<file path="src/rtl/json_string_unescape_utf8_top_defines.svh">
// Assertion macros for the JSON string unescaper.
// Used by json_string_unescape_utf8_top; no other dependencies.
`ifndef JSON_STRING_UNESCAPE_UTF8_TOP_DEFINES_SVH
`define JSON_STRING_UNESCAPE_UTF8_TOP_DEFINES_SVH

`ifndef SYNTHESIS
`define JSU_ASSERT_IMPLY(name, clk, rstn, ante, cons) \
  name: assert property (@(posedge clk) disable iff (!rstn) (ante) |-> (cons)) \
    else $error("assertion failed");
`define JSU_ASSERT_NEXT(name, clk, rstn, ante, cons) \
  name: assert property (@(posedge clk) disable iff (!rstn) (ante) |=> (cons)) \
    else $error("assertion failed");
`else
`define JSU_ASSERT_IMPLY(name, clk, rstn, ante, cons)
`define JSU_ASSERT_NEXT(name, clk, rstn, ante, cons)
`endif

`endif

</file>
<file path="src/rtl/jsu_pkg.sv">
// Shared types, constants and the UTF-8 encoder for the JSON string unescaper.
// No dependencies.
`default_nettype none

package jsu_pkg;

  localparam int unsigned CAPACITY_MAX = 4096;
  localparam int unsigned CAP_W        = 13;
  localparam int unsigned MAX_ITEMS    = 6;
  localparam int unsigned CNT_W        = 3;
  localparam int unsigned CP_W         = 21;
  localparam int unsigned CFG_IDX_W    = 1;

  localparam logic [CFG_IDX_W-1:0] CFG_CAPACITY = 1'b0;
  localparam logic [CFG_IDX_W-1:0] CFG_DISCARD  = 1'b1;

  localparam logic [5:0] HI_SURR_TAG = 6'b110110;
  localparam logic [5:0] LO_SURR_TAG = 6'b110111;

  typedef struct packed {
    logic [CAP_W-1:0] capacity;
    logic             discard;
  } cfg_t;

  typedef struct packed {
    logic            en;
    logic            raw;
    logic [CP_W-1:0] cp;
  } seg_t;

  typedef struct packed {
    logic [2:0]      len;
    logic [3:0][7:0] b;
  } utf8_t;

  typedef struct packed {
    logic [MAX_ITEMS-1:0][7:0] bytes;
    logic [CNT_W-1:0]          nbytes;
    logic                      fin;
    logic                      bad;
  } result_t;

  function automatic utf8_t utf8_encode(seg_t s);
    utf8_t r;
    r.len = '0;
    r.b   = '0;
    if (s.en) begin
      if (s.raw || s.cp < 21'h80) begin
        r.len  = 3'd1;
        r.b[0] = s.cp[7:0];
      end else if (s.cp < 21'h800) begin
        r.len  = 3'd2;
        r.b[0] = {3'b110, s.cp[10:6]};
        r.b[1] = {2'b10, s.cp[5:0]};
      end else if (s.cp < 21'h10000) begin
        r.len  = 3'd3;
        r.b[0] = {4'b1110, s.cp[15:12]};
        r.b[1] = {2'b10, s.cp[11:6]};
        r.b[2] = {2'b10, s.cp[5:0]};
      end else begin
        r.len  = 3'd4;
        r.b[0] = {5'b11110, s.cp[20:18]};
        r.b[1] = {2'b10, s.cp[17:12]};
        r.b[2] = {2'b10, s.cp[11:6]};
        r.b[3] = {2'b10, s.cp[5:0]};
      end
    end
    return r;
  endfunction

endpackage

`default_nettype wire

</file>
<file path="src/rtl/jsu_decode.sv">
// Escape state machine and capacity gate: turns one held input byte into a
// bundle of up to six result items. Depends on jsu_pkg.
`default_nettype none

module jsu_decode (
  input  wire logic             clk_i,
  input  wire logic             rst_ni,
  input  wire logic             adv_i,
  input  wire logic [7:0]       chr_i,
  input  wire jsu_pkg::cfg_t    cfg_i,
  output jsu_pkg::result_t      res_o
);
  import jsu_pkg::*;

  localparam logic [2:0] PH_AWAIT   = 3'd0;
  localparam logic [2:0] PH_BODY    = 3'd1;
  localparam logic [2:0] PH_ESC     = 3'd2;
  localparam logic [2:0] PH_HEX1    = 3'd3;
  localparam logic [2:0] PH_WAIT_BS = 3'd4;
  localparam logic [2:0] PH_WAIT_U  = 3'd5;
  localparam logic [2:0] PH_HEX2    = 3'd6;

  localparam logic [7:0] CH_NUL   = 8'h00;
  localparam logic [7:0] CH_QUOTE = 8'h22;
  localparam logic [7:0] CH_BSL   = 8'h5C;
  localparam logic [7:0] CH_SLASH = 8'h2F;
  localparam logic [7:0] CH_N     = 8'h6E;
  localparam logic [7:0] CH_R     = 8'h72;
  localparam logic [7:0] CH_T     = 8'h74;
  localparam logic [7:0] CH_B     = 8'h62;
  localparam logic [7:0] CH_F     = 8'h66;
  localparam logic [7:0] CH_U     = 8'h75;

  logic [2:0]       phase_q, phase_d;
  logic [15:0]      acc_q, acc_d;
  logic [1:0]       hcnt_q, hcnt_d;
  logic [15:0]      pend_q, pend_d;
  logic [CAP_W-1:0] bw_q, bw_d;

  logic             hok;
  logic [3:0]       hval;
  logic [15:0]      acc_n;
  logic             esc_ok;
  logic [7:0]       esc_d;
  logic             do_body, do_esc, do_finish, do_reject, bw_reset;
  logic [15:0]      fin_cp;
  seg_t             seg_a, seg_b;
  logic             fin, bad;
  utf8_t            ea, eb;
  logic [MAX_ITEMS-1:0][7:0] bytes;
  logic [CNT_W-1:0] nraw, emit;
  logic [CAP_W-1:0] cap_eff, bw_p1, room;

  always_comb begin
    hok  = 1'b1;
    hval = 4'd0;
    if (chr_i >= 8'h30 && chr_i <= 8'h39) begin
      hval = chr_i[3:0];
    end else if ((chr_i >= 8'h61 && chr_i <= 8'h66) || (chr_i >= 8'h41 && chr_i <= 8'h46)) begin
      hval = 4'(chr_i[2:0] + 3'd1) + 4'd8;
    end else begin
      hok = 1'b0;
    end
  end

  assign acc_n = {acc_q[11:0], hval};

  always_comb begin
    esc_ok = 1'b1;
    esc_d  = 8'h00;
    case (chr_i)
      CH_QUOTE: esc_d = CH_QUOTE;
      CH_BSL:   esc_d = CH_BSL;
      CH_SLASH: esc_d = CH_SLASH;
      CH_N:     esc_d = 8'h0A;
      CH_R:     esc_d = 8'h0D;
      CH_T:     esc_d = 8'h09;
      CH_B:     esc_d = 8'h08;
      CH_F:     esc_d = 8'h0C;
      default:  esc_ok = 1'b0;
    endcase
  end

  always_comb begin
    phase_d   = phase_q;
    acc_d     = acc_q;
    hcnt_d    = hcnt_q;
    pend_d    = pend_q;
    seg_a     = '0;
    seg_b     = '0;
    fin       = 1'b0;
    bad       = 1'b0;
    bw_reset  = 1'b0;
    do_body   = 1'b0;
    do_esc    = 1'b0;
    do_finish = 1'b0;
    do_reject = 1'b0;
    fin_cp    = acc_n;

    unique case (phase_q)
      PH_AWAIT: begin
        if (chr_i == CH_QUOTE) begin
          phase_d  = PH_BODY;
          bw_reset = 1'b1;
          acc_d    = '0;
          hcnt_d   = '0;
          pend_d   = '0;
        end else begin
          do_reject = 1'b1;
        end
      end
      PH_BODY: do_body = 1'b1;
      PH_ESC:  do_esc  = 1'b1;
      PH_HEX1, PH_HEX2: begin
        if (!hok) begin
          do_reject = 1'b1;
        end else begin
          acc_d  = acc_n;
          hcnt_d = hcnt_q + 2'd1;
          if (hcnt_q == 2'd3) begin
            if (phase_q == PH_HEX1) begin
              do_finish = 1'b1;
            end else begin
              pend_d   = '0;
              seg_a.en = 1'b1;
              if (acc_n[15:10] == LO_SURR_TAG) begin
                seg_a.cp = 21'h10000 + {1'b0, pend_q[9:0], acc_n[9:0]};
                phase_d  = PH_BODY;
              end else begin
                seg_a.cp  = {5'd0, pend_q};
                do_finish = 1'b1;
              end
            end
          end
        end
      end
      PH_WAIT_BS: begin
        if (chr_i == CH_BSL) begin
          phase_d = PH_WAIT_U;
        end else begin
          seg_a.en = 1'b1;
          seg_a.cp = {5'd0, pend_q};
          pend_d   = '0;
          do_body  = 1'b1;
        end
      end
      PH_WAIT_U: begin
        if (chr_i == CH_U) begin
          phase_d = PH_HEX2;
          acc_d   = '0;
          hcnt_d  = '0;
        end else begin
          seg_a.en = 1'b1;
          seg_a.cp = {5'd0, pend_q};
          pend_d   = '0;
          do_esc   = 1'b1;
        end
      end
      default: do_reject = 1'b1;
    endcase

    if (do_finish) begin
      if (fin_cp[15:10] == HI_SURR_TAG) begin
        pend_d  = fin_cp;
        phase_d = PH_WAIT_BS;
      end else begin
        seg_b.en = 1'b1;
        seg_b.cp = {5'd0, fin_cp};
        phase_d  = PH_BODY;
      end
    end

    if (do_body) begin
      phase_d = PH_BODY;
      if (chr_i == CH_QUOTE) begin
        phase_d = PH_AWAIT;
        fin     = 1'b1;
      end else if (chr_i == CH_NUL) begin
        do_reject = 1'b1;
      end else if (chr_i == CH_BSL) begin
        phase_d = PH_ESC;
      end else begin
        seg_b.en  = 1'b1;
        seg_b.raw = 1'b1;
        seg_b.cp  = {13'd0, chr_i};
      end
    end

    if (do_esc) begin
      if (esc_ok) begin
        seg_b.en = 1'b1;
        seg_b.cp = {13'd0, esc_d};
        phase_d  = PH_BODY;
      end else if (chr_i == CH_U) begin
        phase_d = PH_HEX1;
        acc_d   = '0;
        hcnt_d  = '0;
      end else begin
        do_reject = 1'b1;
      end
    end

    if (do_reject) begin
      phase_d = PH_AWAIT;
      acc_d   = '0;
      hcnt_d  = '0;
      pend_d  = '0;
      bad     = 1'b1;
    end
  end

  assign ea = utf8_encode(seg_a);
  assign eb = utf8_encode(seg_b);

  always_comb begin
    logic [2:0] kk;
    logic [2:0] j;
    for (int k = 0; k < MAX_ITEMS; k++) begin
      kk = 3'(k);
      j  = kk - ea.len;
      if (kk < ea.len) begin
        bytes[k] = ea.b[kk[1:0]];
      end else if (j < 3'd4) begin
        bytes[k] = eb.b[j[1:0]];
      end else begin
        bytes[k] = 8'h00;
      end
    end
  end

  assign nraw    = CNT_W'(ea.len + eb.len);
  assign cap_eff = (cfg_i.capacity > CAP_W'(CAPACITY_MAX)) ? CAP_W'(CAPACITY_MAX)
                                                            : cfg_i.capacity;
  assign bw_p1   = bw_q + CAP_W'(1);
  assign room    = (cap_eff > bw_p1) ? cap_eff - bw_p1 : '0;
  assign emit    = cfg_i.discard ? '0
                 : (room < CAP_W'(nraw)) ? room[CNT_W-1:0] : nraw;
  assign bw_d    = bw_reset ? '0 : bw_q + CAP_W'(emit);

  assign res_o.bytes  = bytes;
  assign res_o.nbytes = emit;
  assign res_o.fin    = fin;
  assign res_o.bad    = bad;

  always_ff @(posedge clk_i or negedge rst_ni) begin
    if (!rst_ni) begin
      phase_q <= PH_AWAIT;
      acc_q   <= '0;
      hcnt_q  <= '0;
      pend_q  <= '0;
      bw_q    <= '0;
    end else if (adv_i) begin
      phase_q <= phase_d;
      acc_q   <= acc_d;
      hcnt_q  <= hcnt_d;
      pend_q  <= pend_d;
      bw_q    <= bw_d;
    end
  end

endmodule

`default_nettype wire

</file>
<file path="src/rtl/jsu_result_buf.sv">
// Result register: holds the items of one input byte and hands them out one
// transaction per cycle while out_ready is high. Depends on jsu_pkg.
`default_nettype none

module jsu_result_buf (
  input  wire logic              clk_i,
  input  wire logic              rst_ni,
  input  wire logic              load_i,
  input  wire jsu_pkg::result_t  res_i,
  output logic                   can_load_o,
  output logic                   out_valid_o,
  input  wire logic              out_ready_i,
  output logic [7:0]             out_byte_o,
  output logic                   byte_valid_o,
  output logic                   finished_o,
  output logic                   malformed_o,
  output logic                   last_o
);
  import jsu_pkg::*;

  logic [MAX_ITEMS-1:0][7:0] byte_q;
  logic [CNT_W-1:0]          nb_q;
  logic                      fin_q, bad_q;
  logic [CNT_W-1:0]          rd_q, tot_q, tot_d, rd_p1;
  logic                      take, is_byte;

  assign tot_d       = res_i.nbytes + CNT_W'(res_i.fin | res_i.bad);
  assign rd_p1       = rd_q + CNT_W'(1);
  assign out_valid_o = (rd_q != tot_q);
  assign take        = out_valid_o & out_ready_i;
  assign can_load_o  = !out_valid_o || (take && rd_p1 == tot_q);

  always_ff @(posedge clk_i or negedge rst_ni) begin
    if (!rst_ni) begin
      rd_q  <= '0;
      tot_q <= '0;
    end else if (load_i) begin
      rd_q  <= '0;
      tot_q <= tot_d;
    end else if (take) begin
      rd_q  <= rd_p1;
    end
  end

  always_ff @(posedge clk_i) begin
    if (load_i) begin
      byte_q <= res_i.bytes;
      nb_q   <= res_i.nbytes;
      fin_q  <= res_i.fin;
      bad_q  <= res_i.bad;
    end
  end

  assign is_byte      = (rd_q < nb_q);
  assign out_byte_o   = is_byte ? byte_q[rd_q] : 8'h00;
  assign byte_valid_o = is_byte;
  assign finished_o   = !is_byte & fin_q;
  assign malformed_o  = !is_byte & bad_q;
  assign last_o       = (rd_p1 == tot_q);

endmodule

`default_nettype wire

</file>
<file path="src/rtl/json_string_unescape_utf8_top.sv">
// Top level of the JSON string unescaper: configuration registers, input
// register and assertions. Depends on jsu_pkg, jsu_decode, jsu_result_buf.
//
// Feed a quoted JSON string one byte per input transaction, opening quote
// first; decoded UTF-8 bytes come out one per output transaction, followed
// by a finished item at the closing quote or a malformed item on a bad
// string, with last marking the final item of each input byte. An input
// byte passes the input register and is decoded into the result register,
// so its first item appears once the result register has loaded it. While
// out_ready is high the input side takes one byte per cycle as long as each
// byte gives at most one item; a byte with more (up to six for a split
// surrogate pair) holds the input while the result register hands them out
// one per cycle. Write configuration only while no transaction is in flight.
`default_nettype none

module json_string_unescape_utf8_top (
  input  wire logic                              clk_i,
  input  wire logic                              rst_ni,
  input  wire logic                              cfg_we_i,
  input  wire logic [jsu_pkg::CFG_IDX_W-1:0]     cfg_idx_i,
  input  wire logic [jsu_pkg::CAP_W-1:0]         cfg_wdata_i,
  input  wire logic                              in_valid_i,
  output logic                                   in_ready_o,
  input  wire logic [7:0]                        in_char_i,
  output logic                                   out_valid_o,
  input  wire logic                              out_ready_i,
  output logic [7:0]                             out_byte_o,
  output logic                                   byte_valid_o,
  output logic                                   finished_o,
  output logic                                   malformed_o,
  output logic                                   last_o
);
  import jsu_pkg::*;

`include "json_string_unescape_utf8_top_defines.svh"

  cfg_t       cfg_q;
  logic [7:0] in_char_q;
  logic       in_vld_q;
  logic       can_load, adv;
  result_t    res;

  always_ff @(posedge clk_i or negedge rst_ni) begin
    if (!rst_ni) begin
      cfg_q.capacity <= CAP_W'(256);
      cfg_q.discard  <= 1'b0;
    end else if (cfg_we_i) begin
      unique case (cfg_idx_i)
        CFG_CAPACITY: cfg_q.capacity <= cfg_wdata_i;
        CFG_DISCARD:  cfg_q.discard  <= cfg_wdata_i[0];
        default: ;
      endcase
    end
  end

  assign adv        = in_vld_q & can_load;
  assign in_ready_o = !in_vld_q | can_load;

  always_ff @(posedge clk_i or negedge rst_ni) begin
    if (!rst_ni) begin
      in_vld_q <= 1'b0;
    end else if (in_valid_i && in_ready_o) begin
      in_vld_q <= 1'b1;
    end else if (adv) begin
      in_vld_q <= 1'b0;
    end
  end

  always_ff @(posedge clk_i) begin
    if (in_valid_i && in_ready_o) begin
      in_char_q <= in_char_i;
    end
  end

  jsu_decode u_decode (
    .clk_i  (clk_i),
    .rst_ni (rst_ni),
    .adv_i  (adv),
    .chr_i  (in_char_q),
    .cfg_i  (cfg_q),
    .res_o  (res)
  );

  jsu_result_buf u_result_buf (
    .clk_i        (clk_i),
    .rst_ni       (rst_ni),
    .load_i       (adv),
    .res_i        (res),
    .can_load_o   (can_load),
    .out_valid_o  (out_valid_o),
    .out_ready_i  (out_ready_i),
    .out_byte_o   (out_byte_o),
    .byte_valid_o (byte_valid_o),
    .finished_o   (finished_o),
    .malformed_o  (malformed_o),
    .last_o       (last_o)
  );

  `JSU_ASSERT_IMPLY(a_flag_is_last, clk_i, rst_ni, out_valid_o && (finished_o || malformed_o), last_o)
  `JSU_ASSERT_IMPLY(a_single_flag, clk_i, rst_ni, out_valid_o, !(finished_o && malformed_o))
  `JSU_ASSERT_NEXT(a_load_shows, clk_i, rst_ni, adv && (res.nbytes != '0 || res.fin || res.bad), out_valid_o)
  `JSU_ASSERT_NEXT(a_hold_input, clk_i, rst_ni, in_vld_q && !can_load, in_vld_q)

endmodule

`default_nettype wire

</file>
<file path="config.mk">
export PLATFORM = sky130hd
export DESIGN_NAME = json_string_unescape_utf8_top
export DESIGN_NICKNAME = d
export VERILOG_FILES = /design/src/rtl/jsu_pkg.sv /design/src/rtl/jsu_decode.sv /design/src/rtl/jsu_result_buf.sv /design/src/rtl/json_string_unescape_utf8_top.sv
export VERILOG_INCLUDE_DIRS = /design/src /design/src/rtl
export SDC_FILE = /design/constraint.sdc
export NUM_CORES = 1
export LEC_CHECK = 0
export BUFFER_PORTS_ARGS = -buffer_cell sky130_fd_sc_hd__buf_4
export CAP_MARGIN = 20
export CORE_AREA = 3 3 148 150
export DETAILED_ROUTE_END_ITERATION = 16
export DIE_AREA = 0 0 151 153
export GPL_ROUTABILITY_DRIVEN = 0
export HOLD_SLACK_MARGIN = 0.03
export PLACE_DENSITY = 0.63
export SLEW_MARGIN = 20
export SYNTH_ARGS = -nofsm -noshare
export SYNTH_HDL_FRONTEND = slang
export SYNTH_SLANG_ARGS = --single-unit
</file>
<file path="constraint.sdc">
create_clock -name clk_i -period 16.72 [get_ports clk_i]
set_input_delay 3.344 -clock clk_i [delete_from_list [all_inputs] [get_ports clk_i]]
set_output_delay 3.344 -clock clk_i [all_outputs]
set_load 0.1 [all_outputs]
</file>
# Word level (Yosys, flattened, before mapping)
# Cells that the tools add are included.
[op_classes] n_bitwise=7 n_mux=151 n_lt_le_gt_ge=35 n_eq_ne=20 n_reduce_logical=20 n_addsub=16
[op_table] operator="16-bit two-way mux" n=23
[op_table] operator="8-bit two-way mux" n=24
[op_table] operator="21-bit two-way mux" n=7
[op_table] operator="8-bit binary-select mux with 2-bit select" n=6
[op_table] operator="23-bit two-way mux" n=4
[op_table] operator="3-bit two-way mux" n=26
[op_table] operator="35-bit two-way mux" n=2
[op_table] operator="16-bit one-hot mux with 4 select lines" n=1
[op_table] operator="21-bit one-hot mux with 3 select lines" n=1
[op_table] operator="8-bit by 7-bit == test with 1-bit output, second input constant" n=7
[op_table] operator="7-bit one-hot mux with 8 select lines" n=1
[op_table] operator="24-bit two-way mux" n=2
[op_table] operator="16-bit one-hot mux with 3 select lines" n=1
[op_table] operator="22-bit two-way mux" n=2
[op_table] operator="21-bit by 12-bit less-than comparator with 1-bit output, second input constant" n=2
[op_table] operator="21-bit by 17-bit less-than comparator with 1-bit output, second input constant" n=2
[op_table] operator="21-bit by 8-bit less-than comparator with 1-bit output, second input constant" n=2
[op_table] operator="13-bit two-way mux" n=3
[op_table] operator="1-bit two-way mux" n=31
[op_table] operator="8-bit binary-select mux with 3-bit select" n=1
[op_table] operator="17-bit by 20-bit adder with 21-bit output, first input constant" n=1
[op_table] operator="2-bit by 3-bit less-than comparator with 1-bit output, second input constant" n=6
[op_table] operator="3-bit less-than comparator, second input constant" n=6
[op_table] operator="8-bit by 6-bit == test with 1-bit output, second input constant" n=2
[op_table] operator="other kinds (49)" n=86
[word_totals] regBits=132 inputBits=27 elab_cells=269 out_inout_bits=14

# Depth between registers and ports, before layout
[depth] word_depth=25 ltp_mapped=29 depth_no_buf=28

# Cells and area by module
# A second synthesis with hierarchy kept.
[hier_totals] cells_unflattened=1011 area_unflattened_um2=9390.3
[by_module_without_submodules] module="jsu_decode" seq_area_each_um2=1151.1 area_each_um2=6072.1 cells_each=825 instances=1
[by_module_without_submodules] module="jsu_result_buf" seq_area_each_um2=1741.7 area_each_um2=2443.6 cells_each=142 instances=1
[by_module_without_submodules] module="json_string_unescape_utf8_top" seq_area_each_um2=616.8 area_each_um2=874.6 cells_each=44 instances=1

# Least setup slack after synthesis
# OpenSTA, ideal clock, no wires.
[synth_timing] path_type="in2out" from="input out_ready_i" to="output in_ready_o" required_time_ns=13.376 arrival_ns=4.164 n_path_buf=0 stages=3 slack_ns=9.212 path_cell_list="a21bo_2 -> inv_1 -> nand2_1"
[synth_between] elab_chain_cells=4
[synth_lines] element="start: declaration" line="json_string_unescape_utf8_top.sv:26" rtl="input wire logic out_ready_i,"
[synth_lines] element="1-bit bitwise AND" line="jsu_result_buf.sv:30" rtl="assign take = out_valid_o & out_ready_i;"
[synth_lines] element="1-bit logical AND" line="jsu_result_buf.sv:31" rtl="assign can_load_o = !out_valid_o || (take && rd_p1 == tot_q);"
[synth_lines] element="1-bit logical OR" line="jsu_result_buf.sv:31"
[synth_lines] element="1-bit OR" line="json_string_unescape_utf8_top.sv:57" rtl="assign in_ready_o = !in_vld_q | can_load;"
[synth_lines] element="end: declaration" line="json_string_unescape_utf8_top.sv:23" rtl="output logic in_ready_o,"
# No other way between the ends.

==> flow_metrics.tcl <==
set metrics [dict create \
    setup_viol 0 \
    hp-class "reg2reg" \
    cts_setup_buffers 0 \
    cts.reportedPaths.clkPinSlew_ns 0.06 \
    cts_hold_buf 0 \
    portBuffers 40 \
    synth_top_family_by_area "compound AO/OA/AOI/OAI gates" \
    cts_sinks 128 \
    sw_frac_of_total 0.468 \
    hold_viol 0 \
    grt-ovfl-total 0 \
    fp.dieH_um 153 \
    synthAdderAreaFrac 0.0500 \
    cts_tree "built" \
    drt-wirelength-per-cell_um 19.9 \
    critical_path.top_delay_family "compound AO/OA/AOI/OAI gates" \
    grt_pass1_vias 7276 \
    crit_arrival_ns 8.26 \
    synth_edf_count 61 \
    ctsResizeCount 0 \
    maxCapViolations 0 \
    vias_per_cell 6.30 \
    crit_buf_inv 3 \
    coreArea_sq_mm 0.0208 \
    antenna_left 0 \
    synth.area.mux_share 0.0705 \
    p_leak_nw 4.14 \
    rsz0062_at_grt "false" \
    cts_max_level 4 \
    grt_pass1_wl_mm 40.4 \
    cts_made_buffers 17 \
    num_vias 8107 \
    worst_path_most_repeated_cell "ha_1" \
    crit_fanout 16 \
    start_kind "flop" \
    synth-compound-area-share 0.240 \
    synth.avg_cell_area_sq_um 9.33 \
    tns_ns 0 \
    syn_to_final_growth_pct 11.7 \
    start_util 0.442 \
    synth-seq-cells 128 \
    crit_path_end_kind "flop" \
    max_freq_mhz 126 \
    switching_power_mw 0.821 \
    synth_xor_area_frac 0.0295 \
    die-area_sq_mm 0.0231 \
    run_status "finished, final reports clean" \
    totalWireLength_mm 25.6 \
    io_pins 41 \
    synth_fp_nets 1049 \
    max_slew_margin 0.278 \
    crit_path_max_incr_delay_ns 0.73 \
    synth.cell_area_sq_mm 0.00921 \
    clk_latency_ns 0.42 \
    clock_skew_ns 0.0141 \
    dr.pass1.iters 8 \
    seqPwrFrac 0.300 \
    totalPowerFinal_mw 1.76 \
    fp.dieW_um 151 \
    synthSimpleGateAreaFrac 0.190 \
    num_rows 53 \
    internal_power_mw 0.934 \
    worst_slew_pin_slew_ns 1.08 \
    synth_cells 987 \
    synth-main-ff-cell "dfrtp_1" \
    finalCritPeriodShare 0.476 \
    async_flop_share 0.523 \
    pwr-share-comb 0.479 \
    synth.distinct_cells 95 \
    dpl.hpwl_mm 18.6 \
    grt_max_degree 73 \
    antenna_found_initial 0 \
    drive_gt1_frac 0.141 \
    drtIter0Drc 901 \
    nets 1061 \
    post-route-min-period_ns 7.96 \
    grt_use_total 0.221 \
    slowest_stage "nor2_1" \
    n_antenna_cell 0 \
    max-vdd-ir-drop_v 0.000105 \
    path_class "reg2reg" \
    slew_viol_final 0 \
    synth_sequential_area_ratio 0.381 \
    clk_path_buf_depth 2 \
    p_per_area_mw_per_mm2 171 \
    fill_cells 1949 \
    clockPowerShare 0.221 \
    cp_data_required_time_ns 17.02 \
    synth_warnings 0 \
    drcViolationCount 0 \
    cts_root_buffer "clkbuf_16" \
]
-- flip-flops by register name (all words and copies together) (netlist names) --
register / count
cfg_q: 14
in_char_q: 8
in_vld_q: 1
u_decode.acc_q: 12
u_decode.bw_q: 13
u_decode.hcnt_q: 2
u_decode.pend_q: 16
u_decode.phase_q: 3
u_result_buf.bad_q: 1
u_result_buf.byte_q: 48
u_result_buf.fin_q: 1
u_result_buf.nb_q: 3
u_result_buf.rd_q: 3
u_result_buf.tot_q: 3
-- final cells by class --
type                       instances  area, sq um  area share
inverter                          32          120      0.0117
timing repair buffer              46          345      0.0336
multi-input combinational        774         5350       0.520
clock inverter                    12          158      0.0153
sequential                       128         3510       0.341
clock buffer                      20          457      0.0444
tap                              275          344      0.0335
-- path summary, 6_finish.rpt --
kind	from	end	slack (ns)	depth (start not counted)
hold reg to reg	u_result_buf.tot_q[0]	u_result_buf.tot_q[0]	0.50	2
setup / recovery	in_char_q[0]	u_decode.bw_q[11]	8.76	27
hold / removal	u_result_buf.tot_q[0]	u_result_buf.tot_q[0]	0.50	2
max in group asynchronous	rst_ni	u_result_buf.tot_q[2]	13.02	1
setup reg to reg	in_char_q[0]	u_decode.bw_q[11]	8.76	27
min in group asynchronous	rst_ni	u_decode.pend_q[11]	3.04	1
-- logic make-up after synthesis --
| kind of cell | Yosys count |
|---|---|
| AND/OR/NAND/NOR | 349 |
| AO/OA/AOI/OAI | 306 |
| flip-flops | 128 |
| buffers and inverters | 85 |
| multiplexers | 52 |
| adder cells (fa/ha/maj) | 35 |
| XOR/XNOR | 31 |
| other | 1 |
-- synth_stat cells, drive strengths merged (23+ instances only) --
| master | n | area (sq um) |
|---|---|---|
| nor2 | 93 | 352 |
| nand2 | 88 | 338 |
| dfrtp | 66 | 1650 |
| o21ai | 65 | 329 |
| edfxtp | 61 | 1830 |
| a21oi | 54 | 274 |
| clkbuf | 36 | 135 |
| nand3 | 34 | 170 |
| a22o | 33 | 289 |
| ha | 32 | 400 |
| inv | 31 | 116 |
| nor3 | 27 | 150 |
| a22oi | 23 | 178 |
| mux2 | 23 | 259 |
-- routing by layer --
layer / GRT usage / up-vias / routed length [um] / share of wire
met3: 0.0382 / 59 / 1870 / 0.073
li1: - / 3778 / - / -
met1: 0.339 / 3889 / 11900 / 0.47
met5: 0 / - / 0 / 0
met2: 0.319 / 381 / 11200 / 0.44
met4: 0.0617 / 0 / 644 / 0.025
-- stage by stage --
stage	cells	worst slack, ns	area (sq um)	utilization	hold WS, ns
after floorplan	987	9.21	9210	-	0.467
after global placement	1255	9.13	9670	0.464	0.484
after detailed placement	1255	8.88	9670	0.464	0.486
after CTS	1287	8.84	10300	0.494	0.500
after global routing	1287	8.05	10300	0.494	0.523
final	1287	8.76	10300	0.494	0.496
-- power groups by stage --
stage | Combinational [mW] | Clock [mW] | Sequential (mW)
after floorplan | 0.698 | 0 | 0.498
after global placement | 0.838 | 0 | 0.530
after detailed placement | 0.846 | 0 | 0.534
after CTS | 0.849 | 0.393 | 0.528
after global routing | 0.904 | 0.408 | 0.540
final | 0.841 | 0.388 | 0.527
-- worst reg2reg max path, cell delays in order, from the launching register on --
cell	delay, ns
edfxtp_1	0.47
inv_1	0.16
ha_1	0.26
o21bai_1	0.14
a2111o_1	0.52
a21o_1	0.28
nor2_1	0.73
a22oi_1	0.23
a31o_2	0.40
inv_2	0.29
ha_1	0.20
inv_1	0.04
fa_1	0.37
xnor2_1	0.28
ha_1	0.31
nand2_1	0.10
nor3b_1	0.06
a211oi_1	0.55
o21ai_0	0.38
a211oi_1	0.64
ha_1	0.34
a21o_1	0.15
a21o_1	0.21
and3_1	0.22
and3_1	0.20
a31oi_1	0.16
o21ai_0	0.09
o41ai_1	0.08
-- cell usage in the layout (no fill, tap or decap), types with 18 or more instances in the layout --
cell       n
a21oi_1   53
a22o_1    33
a22oi_1   22
buf_4     46
dfrtp_1   66
edfxtp_1  61
ha_1      32
inv_1     29
mux2_2    23
mux2i_1   21
nand2_1   85
nand3_1   34
nor2_1    92
nor3_1    24
o21ai_0   61
xnor2_1   18
No activity file was read; power rests on OpenSTA's default activity.
